===== config.mk =====
export PLATFORM = sky130hd
export DESIGN_NAME = geofence_return_waypoint_unit
export DESIGN_NICKNAME = d
export VERILOG_FILES = /design/src/hdl/gfrw_pkg.sv /design/src/hdl/geofence_return_waypoint_unit.sv /design/src/hdl/gfrw_ctrl.sv /design/src/hdl/gfrw_dp.sv
export SDC_FILE = /design/constraint.sdc
export NUM_CORES = 2
export LEC_CHECK = 0
export BUFFER_PORTS_ARGS = -buffer_cell sky130_fd_sc_hd__buf_4
export CORE_ASPECT_RATIO = 2
export CORE_MARGIN = 3
export CORE_UTILIZATION = 45
export CTS_CLUSTER_DIAMETER = 200
export DETAILED_ROUTE_END_ITERATION = 8
export SYNTH_ARGS = -nofsm -noshare
export SYNTH_HDL_FRONTEND = slang
export SYNTH_HIERARCHICAL = 1
export SYNTH_SLANG_ARGS = --single-unit

===== constraint.sdc =====
create_clock -name clk -period 15.3 [get_ports clk]
set_input_delay 0.765 -clock clk [delete_from_list [all_inputs] [get_ports clk]]
set_output_delay 0.765 -clock clk [all_outputs]
set_load 0.03 [all_outputs]

===== src/hdl/gfrw_pkg.sv =====
// Shared types and constants for the geofence return-waypoint unit.
`timescale 1ns / 1ps
package gfrw_pkg;

    localparam int CFG_ADDR_W = 3;

    localparam logic [CFG_ADDR_W-1:0] CFG_SHAPE_KIND  = 3'd0;
    localparam logic [CFG_ADDR_W-1:0] CFG_CENTER_X    = 3'd1;
    localparam logic [CFG_ADDR_W-1:0] CFG_CENTER_Y    = 3'd2;
    localparam logic [CFG_ADDR_W-1:0] CFG_RADIUS      = 3'd3;
    localparam logic [CFG_ADDR_W-1:0] CFG_RECT_WIDTH  = 3'd4;
    localparam logic [CFG_ADDR_W-1:0] CFG_RECT_HEIGHT = 3'd5;
    localparam logic [CFG_ADDR_W-1:0] CFG_BACKTRACK   = 3'd6;
    localparam logic [CFG_ADDR_W-1:0] CFG_ENABLED     = 3'd7;

    localparam logic [1:0] SHAPE_NONE   = 2'd0;
    localparam logic [1:0] SHAPE_CIRCLE = 2'd1;
    localparam logic [1:0] SHAPE_RECT   = 2'd2;

    typedef enum logic [3:0] {
        ST_IDLE,
        ST_PREP,
        ST_SQX,
        ST_SQY,
        ST_SQR,
        ST_DECIDE,
        ST_ROOT,
        ST_MULX,
        ST_MULY,
        ST_DIVI,
        ST_DIV,
        ST_FIN
    } gfrw_state_t;

    typedef struct packed {
        logic load;
        logic prep;
        logic sq_x;
        logic sq_y;
        logic sq_r;
        logic decide;
        logic root_step;
        logic mul_x;
        logic mul_y;
        logic div_init;
        logic div_step;
        logic finish;
    } gfrw_cmd_t;

    typedef struct packed {
        logic go_root;
        logic out_free;
    } gfrw_sts_t;

endpackage


===== src/hdl/geofence_return_waypoint_unit.sv =====
// Top level of the geofence return-waypoint unit.
`timescale 1ns / 1ps
// Takes one position sample per s_ transfer, tests it strictly against the
// configured circle or rectangle and returns one result per sample on m_.
// An outside sample yields the work flag and a waypoint moved the configured
// backtrack step toward the centre (rounded to nearest, saturated); interrupt
// marks only the first outside sample after an inside one. An outside sample
// on the centre gives at_center and the waypoint equals the position. Timing:
// one sample at a time. An outside sample also runs the restoring square root
// (one root bit per cycle, 26 bits at the default width) and then the two
// restoring dividers running side by side (one quotient bit per cycle,
// COORD_BITS bits). A single multiplier is shared for the squares and the
// scaling products. The result sits in an output register, so the next sample
// is accepted while the previous result waits for m_tready. Configuration
// writes via cfg_we/cfg_addr/cfg_data are registered and must only happen
// while no sample is in flight.
module geofence_return_waypoint_unit
    import gfrw_pkg::*;
#(
    parameter int COORD_BITS    = 24,
    parameter int FRACTION_BITS = 8
)
(
    input  logic                        clk,
    input  logic                        rst_n,
    input  logic                        s_tvalid,
    output logic                        s_tready,
    // loc_x, loc_y (low to high), zero padded to bytes
    input  logic [((2*COORD_BITS+7)/8)*8-1:0] s_tdata,
    output logic                        m_tvalid,
    input  logic                        m_tready,
    // waypoint_x, waypoint_y (low to high), zero padded to bytes
    output logic [((2*COORD_BITS+7)/8)*8-1:0] m_tdata,
    // interrupt, work flag, at_center (low to high)
    output logic [2:0]                  m_tuser,
    input  logic                        cfg_we,
    input  logic [CFG_ADDR_W-1:0]       cfg_addr,
    input  logic [COORD_BITS-1:0]       cfg_data
);

    localparam int BUS_W = ((2*COORD_BITS+7)/8)*8;

    gfrw_cmd_t cmd;
    gfrw_sts_t sts;
    logic      irq, work, atc;
    logic signed [COORD_BITS-1:0] wx, wy;

    gfrw_ctrl #(
        .COORD_BITS (COORD_BITS)
    ) u_ctrl (
        .clk      (clk),
        .rst_n    (rst_n),
        .in_valid (s_tvalid),
        .in_ready (s_tready),
        .sts      (sts),
        .cmd      (cmd)
    );

    gfrw_dp #(
        .COORD_BITS    (COORD_BITS),
        .FRACTION_BITS (FRACTION_BITS)
    ) u_dp (
        .clk        (clk),
        .rst_n      (rst_n),
        .cfg_we     (cfg_we),
        .cfg_addr   (cfg_addr),
        .cfg_data   (cfg_data),
        .loc_x      (s_tdata[COORD_BITS-1:0]),
        .loc_y      (s_tdata[2*COORD_BITS-1:COORD_BITS]),
        .cmd        (cmd),
        .sts        (sts),
        .out_ready  (m_tready),
        .out_valid  (m_tvalid),
        .interrupt  (irq),
        .work_flag  (work),
        .at_center  (atc),
        .waypoint_x (wx),
        .waypoint_y (wy)
    );

    assign m_tdata = BUS_W'({wy, wx});
    assign m_tuser = {atc, work, irq};

endmodule


===== src/hdl/gfrw_ctrl.sv =====
// Sequencing state machine for the geofence return-waypoint unit.
`timescale 1ns / 1ps
module gfrw_ctrl
    import gfrw_pkg::*;
#(
    parameter int COORD_BITS = 24
)
(
    input  logic      clk,
    input  logic      rst_n,
    input  logic      in_valid,
    output logic      in_ready,
    input  gfrw_sts_t sts,
    output gfrw_cmd_t cmd
);

    localparam int AW   = COORD_BITS + 1;
    localparam int SW   = (AW > 31) ? 31 : AW;
    localparam int RTW  = SW + 1;
    localparam int QW   = COORD_BITS;
    localparam int MAXN = (RTW > QW) ? RTW : QW;
    localparam int CNTW = $clog2(MAXN);

    gfrw_state_t state_reg, state_next;
    logic [CNTW-1:0] cnt_reg, cnt_next;

    always_ff @(posedge clk or negedge rst_n)
    begin
        if (!rst_n)
        begin
            state_reg <= ST_IDLE;
            cnt_reg   <= '0;
        end
        else
        begin
            state_reg <= state_next;
            cnt_reg   <= cnt_next;
        end
    end

    // next state
    always_comb
    begin
        state_next = state_reg;
        cnt_next   = cnt_reg;
        case (state_reg)
            ST_IDLE:   if (in_valid) state_next = ST_PREP;
            ST_PREP:   state_next = ST_SQX;
            ST_SQX:    state_next = ST_SQY;
            ST_SQY:    state_next = ST_SQR;
            ST_SQR:    state_next = ST_DECIDE;
            ST_DECIDE:
            begin
                cnt_next   = '0;
                state_next = sts.go_root ? ST_ROOT : ST_FIN;
            end
            ST_ROOT:
            begin
                cnt_next = cnt_reg + 1'b1;
                if (cnt_reg == CNTW'(RTW - 1))
                    state_next = ST_MULX;
            end
            ST_MULX:   state_next = ST_MULY;
            ST_MULY:   state_next = ST_DIVI;
            ST_DIVI:
            begin
                cnt_next   = '0;
                state_next = ST_DIV;
            end
            ST_DIV:
            begin
                cnt_next = cnt_reg + 1'b1;
                if (cnt_reg == CNTW'(QW - 1))
                    state_next = ST_FIN;
            end
            ST_FIN:    if (sts.out_free) state_next = ST_IDLE;
            default:   state_next = ST_IDLE;
        endcase
    end

    // outputs
    always_comb
    begin
        cmd      = '0;
        in_ready = 1'b0;
        case (state_reg)
            ST_IDLE:
            begin
                in_ready = 1'b1;
                cmd.load = in_valid;
            end
            ST_PREP:   cmd.prep      = 1'b1;
            ST_SQX:    cmd.sq_x      = 1'b1;
            ST_SQY:    cmd.sq_y      = 1'b1;
            ST_SQR:    cmd.sq_r      = 1'b1;
            ST_DECIDE: cmd.decide    = 1'b1;
            ST_ROOT:   cmd.root_step = 1'b1;
            ST_MULX:   cmd.mul_x     = 1'b1;
            ST_MULY:   cmd.mul_y     = 1'b1;
            ST_DIVI:   cmd.div_init  = 1'b1;
            ST_DIV:    cmd.div_step  = 1'b1;
            ST_FIN:    cmd.finish    = sts.out_free;
            default:   cmd = '0;
        endcase
    end

endmodule


===== src/hdl/gfrw_dp.sv =====
// Datapath: config registers, shared multiplier, square root, dividers, output register.
`timescale 1ns / 1ps
module gfrw_dp
    import gfrw_pkg::*;
#(
    parameter int COORD_BITS    = 24,
    parameter int FRACTION_BITS = 8
)
(
    input  logic                         clk,
    input  logic                         rst_n,
    input  logic                         cfg_we,
    input  logic [CFG_ADDR_W-1:0]        cfg_addr,
    input  logic [COORD_BITS-1:0]        cfg_data,
    input  logic signed [COORD_BITS-1:0] loc_x,
    input  logic signed [COORD_BITS-1:0] loc_y,
    input  gfrw_cmd_t                    cmd,
    output gfrw_sts_t                    sts,
    input  logic                         out_ready,
    output logic                         out_valid,
    output logic                         interrupt,
    output logic                         work_flag,
    output logic                         at_center,
    output logic signed [COORD_BITS-1:0] waypoint_x,
    output logic signed [COORD_BITS-1:0] waypoint_y
);

    localparam int CB   = COORD_BITS;
    localparam int DW   = COORD_BITS - 1;
    localparam int AW   = COORD_BITS + 1;
    localparam int SW   = (AW > 31) ? 31 : AW;
    localparam int SQW  = 2 * SW + 1;
    localparam int RTW  = SW + 1;
    localparam int REMW = RTW + 2;
    localparam int PW   = DW + SW;
    localparam int NUMW = DW + SW + 2;
    localparam int DENW = RTW + 1;
    localparam int QW   = COORD_BITS;

    // configuration
    logic [1:0]           shape_kind_reg;
    logic signed [CB-1:0] center_x_reg, center_y_reg;
    logic [DW-1:0]        radius_reg, rect_width_reg, rect_height_reg, backtrack_reg;
    logic                 enabled_reg;

    always_ff @(posedge clk or negedge rst_n)
    begin
        if (!rst_n)
        begin
            shape_kind_reg  <= SHAPE_NONE;
            center_x_reg    <= '0;
            center_y_reg    <= '0;
            radius_reg      <= '0;
            rect_width_reg  <= '0;
            rect_height_reg <= '0;
            backtrack_reg   <= DW'(1) << FRACTION_BITS;
            enabled_reg     <= 1'b0;
        end
        else if (cfg_we)
        begin
            case (cfg_addr)
                CFG_SHAPE_KIND:  shape_kind_reg  <= cfg_data[1:0];
                CFG_CENTER_X:    center_x_reg    <= cfg_data;
                CFG_CENTER_Y:    center_y_reg    <= cfg_data;
                CFG_RADIUS:      radius_reg      <= cfg_data[DW-1:0];
                CFG_RECT_WIDTH:  rect_width_reg  <= cfg_data[DW-1:0];
                CFG_RECT_HEIGHT: rect_height_reg <= cfg_data[DW-1:0];
                CFG_BACKTRACK:   backtrack_reg   <= cfg_data[DW-1:0];
                CFG_ENABLED:     enabled_reg     <= cfg_data[0];
                default:         enabled_reg     <= enabled_reg;
            endcase
        end
    end

    // working registers
    logic signed [CB-1:0] x_reg, y_reg;
    logic                 vxneg_reg, vyneg_reg, vzero_reg, rect_in_reg, circ_far_reg;
    logic [SW-1:0]        sx_reg, sy_reg;
    logic [2*SW-1:0]      prod_reg;
    logic [SQW-1:0]       sum_reg;
    logic [PW-1:0]        px_reg;
    logic                 outside_reg, irq_reg, rr_reg;
    logic [2*RTW-1:0]     rad_reg;
    logic [REMW-1:0]      rem_reg;
    logic [RTW-1:0]       root_reg;
    logic [DENW-1:0]      den_reg, remx_reg, remy_reg;
    logic [QW-1:0]        qx_reg, qy_reg;

    // offset vector, magnitudes, scaling
    logic signed [CB:0] vx, vy;
    logic [AW-1:0]      ax, ay, shx, shy;
    always_comb
    begin
        vx  = {center_x_reg[CB-1], center_x_reg} - {x_reg[CB-1], x_reg};
        vy  = {center_y_reg[CB-1], center_y_reg} - {y_reg[CB-1], y_reg};
        ax  = vx[CB] ? AW'(~vx + 1'b1) : AW'(vx);
        ay  = vy[CB] ? AW'(~vy + 1'b1) : AW'(vy);
        shx = ax;
        shy = ay;
        for (int k = 0; k < AW - SW; k++)
        begin
            if ((shx | shy) >= (AW'(1) << SW))
            begin
                shx = shx >> 1;
                shy = shy >> 1;
            end
        end
    end

    // rectangle test, doubled coordinates
    logic signed [CB+2:0] x2, y2, cx2, cy2, w3, h3;
    logic                 rect_in;
    always_comb
    begin
        x2  = {{2{x_reg[CB-1]}}, x_reg, 1'b0};
        y2  = {{2{y_reg[CB-1]}}, y_reg, 1'b0};
        cx2 = {{2{center_x_reg[CB-1]}}, center_x_reg, 1'b0};
        cy2 = {{2{center_y_reg[CB-1]}}, center_y_reg, 1'b0};
        w3  = {4'b0000, rect_width_reg};
        h3  = {4'b0000, rect_height_reg};
        rect_in = (x2 < cx2 + w3) && (x2 > cx2 - w3) &&
                  (y2 < cy2 + h3) && (y2 > cy2 - h3);
    end

    // shared multiplier
    logic [SW-1:0]   mul_a, mul_b;
    logic [2*SW-1:0] mul_p;
    always_comb
    begin
        mul_a = sx_reg;
        mul_b = sx_reg;
        if (cmd.sq_y)
        begin
            mul_a = sy_reg;
            mul_b = sy_reg;
        end
        else if (cmd.sq_r)
        begin
            mul_a = SW'(radius_reg);
            mul_b = SW'(radius_reg);
        end
        else if (cmd.mul_x)
        begin
            mul_a = SW'(backtrack_reg);
            mul_b = sx_reg;
        end
        else if (cmd.mul_y)
        begin
            mul_a = SW'(backtrack_reg);
            mul_b = sy_reg;
        end
        mul_p = mul_a * mul_b;
    end

    // outside decision, sum_reg holds the squared norm, prod_reg the squared radius
    logic shape_ok, inside_now, outside_now;
    always_comb
    begin
        shape_ok = shape_kind_reg inside {SHAPE_CIRCLE, SHAPE_RECT};
        if (shape_kind_reg == SHAPE_CIRCLE)
            inside_now = !circ_far_reg && (sum_reg < SQW'(prod_reg));
        else
            inside_now = rect_in_reg;
        outside_now = enabled_reg && shape_ok && !inside_now;
    end

    assign sts.go_root  = outside_now && !vzero_reg;
    assign sts.out_free = !out_valid || out_ready;

    // one root digit per cycle
    logic [REMW+1:0] rem2, trial;
    logic            root_ge;
    always_comb
    begin
        rem2    = {rem_reg, rad_reg[2*RTW-1 -: 2]};
        trial   = (REMW+2)'({root_reg, 2'b01});
        root_ge = rem2 >= trial;
    end

    // divider setup and one quotient bit per cycle
    logic [NUMW-1:0] numx, numy;
    logic [DENW:0]   tx, ty;
    logic            gex, gey;
    always_comb
    begin
        numx = NUMW'({px_reg, 1'b0}) + NUMW'(root_reg);
        numy = NUMW'({prod_reg[PW-1:0], 1'b0}) + NUMW'(root_reg);
        tx   = {remx_reg, qx_reg[QW-1]};
        ty   = {remy_reg, qy_reg[QW-1]};
        gex  = tx >= {1'b0, den_reg};
        gey  = ty >= {1'b0, den_reg};
    end

    // final waypoint with saturation
    localparam logic signed [CB+1:0] SAT_HI = (CB+2)'((64'd1 << (CB - 1)) - 64'd1);
    localparam logic signed [CB+1:0] SAT_LO = -SAT_HI - 1;
    logic signed [CB+1:0] offx, offy, sumx, sumy;
    logic signed [CB-1:0] satx, saty;
    always_comb
    begin
        offx = signed'({2'b00, qx_reg});
        offy = signed'({2'b00, qy_reg});
        sumx = {{2{x_reg[CB-1]}}, x_reg} + (vxneg_reg ? -offx : offx);
        sumy = {{2{y_reg[CB-1]}}, y_reg} + (vyneg_reg ? -offy : offy);
        if (sumx > SAT_HI)
            satx = SAT_HI[CB-1:0];
        else if (sumx < SAT_LO)
            satx = SAT_LO[CB-1:0];
        else
            satx = sumx[CB-1:0];
        if (sumy > SAT_HI)
            saty = SAT_HI[CB-1:0];
        else if (sumy < SAT_LO)
            saty = SAT_LO[CB-1:0];
        else
            saty = sumy[CB-1:0];
    end

    // payload registers
    always_ff @(posedge clk)
    begin
        if (cmd.load)
        begin
            x_reg <= loc_x;
            y_reg <= loc_y;
        end
        if (cmd.prep)
        begin
            vxneg_reg    <= vx[CB];
            vyneg_reg    <= vy[CB];
            vzero_reg    <= (vx == '0) && (vy == '0);
            rect_in_reg  <= rect_in;
            circ_far_reg <= (ax >= AW'(radius_reg)) || (ay >= AW'(radius_reg));
            sx_reg       <= shx[SW-1:0];
            sy_reg       <= shy[SW-1:0];
        end
        if (cmd.sq_x || cmd.sq_y || cmd.sq_r || cmd.mul_x || cmd.mul_y)
            prod_reg <= mul_p;
        if (cmd.sq_y)
            sum_reg <= SQW'(prod_reg);
        if (cmd.sq_r)
            sum_reg <= sum_reg + SQW'(prod_reg);
        if (cmd.decide)
        begin
            rad_reg  <= (2*RTW)'(sum_reg);
            rem_reg  <= '0;
            root_reg <= '0;
        end
        if (cmd.root_step)
        begin
            rad_reg  <= rad_reg << 2;
            rem_reg  <= root_ge ? REMW'(rem2 - trial) : REMW'(rem2);
            root_reg <= {root_reg[RTW-2:0], root_ge};
        end
        if (cmd.mul_y)
            px_reg <= prod_reg[PW-1:0];
        if (cmd.div_init)
        begin
            den_reg  <= {root_reg, 1'b0};
            remx_reg <= DENW'(numx >> QW);
            remy_reg <= DENW'(numy >> QW);
            qx_reg   <= numx[QW-1:0];
            qy_reg   <= numy[QW-1:0];
        end
        if (cmd.div_step)
        begin
            remx_reg <= gex ? DENW'(tx - {1'b0, den_reg}) : DENW'(tx);
            remy_reg <= gey ? DENW'(ty - {1'b0, den_reg}) : DENW'(ty);
            qx_reg   <= {qx_reg[QW-2:0], gex};
            qy_reg   <= {qy_reg[QW-2:0], gey};
        end
        if (cmd.finish)
        begin
            interrupt <= irq_reg;
            work_flag <= outside_reg;
            at_center <= outside_reg && vzero_reg;
            if (!outside_reg)
            begin
                waypoint_x <= '0;
                waypoint_y <= '0;
            end
            else if (vzero_reg)
            begin
                waypoint_x <= x_reg;
                waypoint_y <= y_reg;
            end
            else
            begin
                waypoint_x <= satx;
                waypoint_y <= saty;
            end
        end
    end

    // latch and control flags
    always_ff @(posedge clk or negedge rst_n)
    begin
        if (!rst_n)
        begin
            rr_reg      <= 1'b0;
            irq_reg     <= 1'b0;
            outside_reg <= 1'b0;
            out_valid   <= 1'b0;
        end
        else
        begin
            if (cmd.decide)
            begin
                outside_reg <= outside_now;
                irq_reg     <= outside_now && !rr_reg;
                rr_reg      <= outside_now;
            end
            if (cmd.finish)
                out_valid <= 1'b1;
            else if (out_ready)
                out_valid <= 1'b0;
        end
    end

endmodule


==> out/results.ini <==
[placed_design]
gp_congestion=1.01
dpl.hpwl_microns=206000
portBuffers=132
place_area_sq_um=76000

[floorplan]
pin_count=133
row_count=207
initial_core_util_pct=45.5
die_w_microns=290
die_h_microns=574
dieArea_sq_um=166000
design.core.area_sq_um=160000

[worst_setup_path]
critPathRequiredTime_ps=15710
critPathSlowestCell=fa_1
rrSetupSlack_ps=4270
worstRegToRegCells=32
crit_arrival_ps=11440
slowest_delay_ps=1180
startpoint=u_ctrl/state_reg[0]$_DFFE_PN0P_
end_kind=flop
cp_top_family=adder cells
r2r-start=u_ctrl/state_reg[0]$_DFFE_PN0P_
worst-path-buf-inv=6
critPathMaxFanout=27
crit_path_end=u_dp/prod_reg[49]$_DFFE_PP_
cpMostUsedCell=fa_1
reg2reg_to=u_dp/prod_reg[49]$_DFFE_PP_
cp-start-kind=flop
crit_type=reg2reg
crit_cells=32

[synthesis]
async_reset_ff_share_pct=22.4
ys_ff_latch=692
ys.flop_type=edfxtp_1
synth_edf_count=535
syn_area_sq_um=72500
synth_commonest_cells=972 x inv_1, 752 x ha_1, 729 x nor2_1
ys_seq_area_share_pct=27.6
synth_area_per_cell_sq_um=9.21
synth_top_area_share_pct=22.1
ys_top_cells_by_area=edfxtp_1 22%, fa_1 15%, ha_1 13%
synthesis.nets=9244
yosys_warnings=6
netlist_instances=7873
synth_cell_type_count=103
synth.most_common_cell=inv_1
yosys.area.top_type=edfxtp_1

[global_route]
grt_start_max_net_pins=98
gr-usage-met3_pct=4.06
use_met1_pct=30.1
grt_usage_pct=30.9
grt_pass1_vias=62399
grt_pass1_wl_microns=385000
busiest_layer=met2
overflow=0
grt_use_met2_pct=55.8
antenna_found_initial=16

[finish]
fin_nets=9263
layout-drive-gt1-share_pct=7.39
largest_register_ff_count=52
syn2layout_area_growth_pct=8.14
fin_area_sq_um=78400
utilization_pct=49.2

[drt]
wl_per_cell_microns=25.9
dr.pass1.iters=6
routed_via_density=5.90
drc=0
wirelength_microns=261000
drtAntennaViolNets=0
drt_iter0_drc=4250
num_vias=59283

[worst_hold_path]
hold_start=s_tdata[22]
min_path_type=in2reg

[clock_network]
cts_sinks=692
cts-resized-gates=0
clock_latency_ps=660
path_clk_slew_ps=80
cts_tree=yes
postCtsHoldBufs=1
cts_setup_buffers=0
htreeDepth=3
cts_made_buffers=72
ctsLongestPathBuffers=3
cts_root_buf=clkbuf_16

[timing]
clock_skew_ps=43.5
drv_slew=0
setup_viol=0
slew-limit-headroom_pct=21.7
timing.final.hold_violations=0
rsz0062_at_grt=no
setup_tns_ps=0
fin_crit_ps=11030
fmax_ghz=0.0907
fin_crit_sh_pct=72.1
max_slew.worst_pin.slew_ps=1170

[outcome]
outcome=finished clean

[job]
maxCapViolCount=0

-- cell usage in the layout (no fill, tap or decap), types with 28 or more instances in the layout --
cell type  Yosys  routed
and2_1        61      60
o21ai_0      436     431
a22oi_1       28      28
a21o_1       151     151
nand2b_1     118     117
buf_4          6     237
o21bai_1      46      46
xor2_1       121     121
nand4_1       70      70
nor4_1        37      37
dfrtp_1      154     154
o211ai_1      36      36
a31oi_1       46      45
fa_1         539     539
xnor2_1      362     362
and3_1        37      37
nor3_1       118     114
mux2i_1       66      66
a211oi_1      49      48
nand2_1      709     709
inv_1        972     972
nand3_1       90      90
or3_1         44      44
edfxtp_1     535     535
a21oi_1      513     513
mux2_2       138     138
o21a_1        77      77
a22o_1        49      49
nor2_1       729     722
clkbuf_16      0      74
ha_1         752     752
o31ai_1       52      52
nor2b_1      102     100
-- per-layer routing --
layer | vias to the layer above | part of all wire [%]
met5 | - | 0.033
met4 | 16 | 12
met3 | 1014 | 4.5
met2 | 2100 | 51
met1 | 29130 | 33
li1 | 27023 | -
-- worst min path at each step --
stage	endpoint	slack [ps]	cells after the start
final	u_dp/x_reg[22]$_DFFE_PP_	270	1
after global routing	u_dp/x_reg[22]$_DFFE_PP_	250	1
after CTS	u_dp/x_reg[22]$_DFFE_PP_	230	1
after detailed placement	u_dp/interrupt$_DFFE_PP_	470	0
after global placement	u_dp/interrupt$_DFFE_PP_	460	0
after floorplan	u_dp/interrupt$_DFFE_PP_	420	0
-- layout make-up --
class                   instances  area, sq um
fillers                     15260        81100
clock inverters                35          398
repair buffers                239         1800
clock buffers                  93         2000
flip-flops and latches        692        20000
multi-input cells            5915        48000
inverters                     972         3650
diodes                         12         30.0
well taps                    2090         2620
-- cell families after synthesis --
group | synth area share (%)
and+or+nand+nor | 14.1
AOI/OAI and AO/OA | 14.9
adders and majority gates | 27.8
buffers and inverters | 6.63
DFF | 27.6
xor gates and xnor gates | 5.90
muxes | 3.05
-- through the flow --
stage / hold WS (ps) / instances / setup slack [ps]
floorplan: 425 / 7873 / 3730
global placement: 461 / 9907 / 4390
detailed placement: 468 / 9907 / 4350
CTS: 226 / 10036 / 4370
global route: 252 / 10038 / 3610
finish: 269 / 10048 / 4270
Power is not shown: default switching activity piles up to over one toggle a cycle in this logic, so the estimate is an artifact.
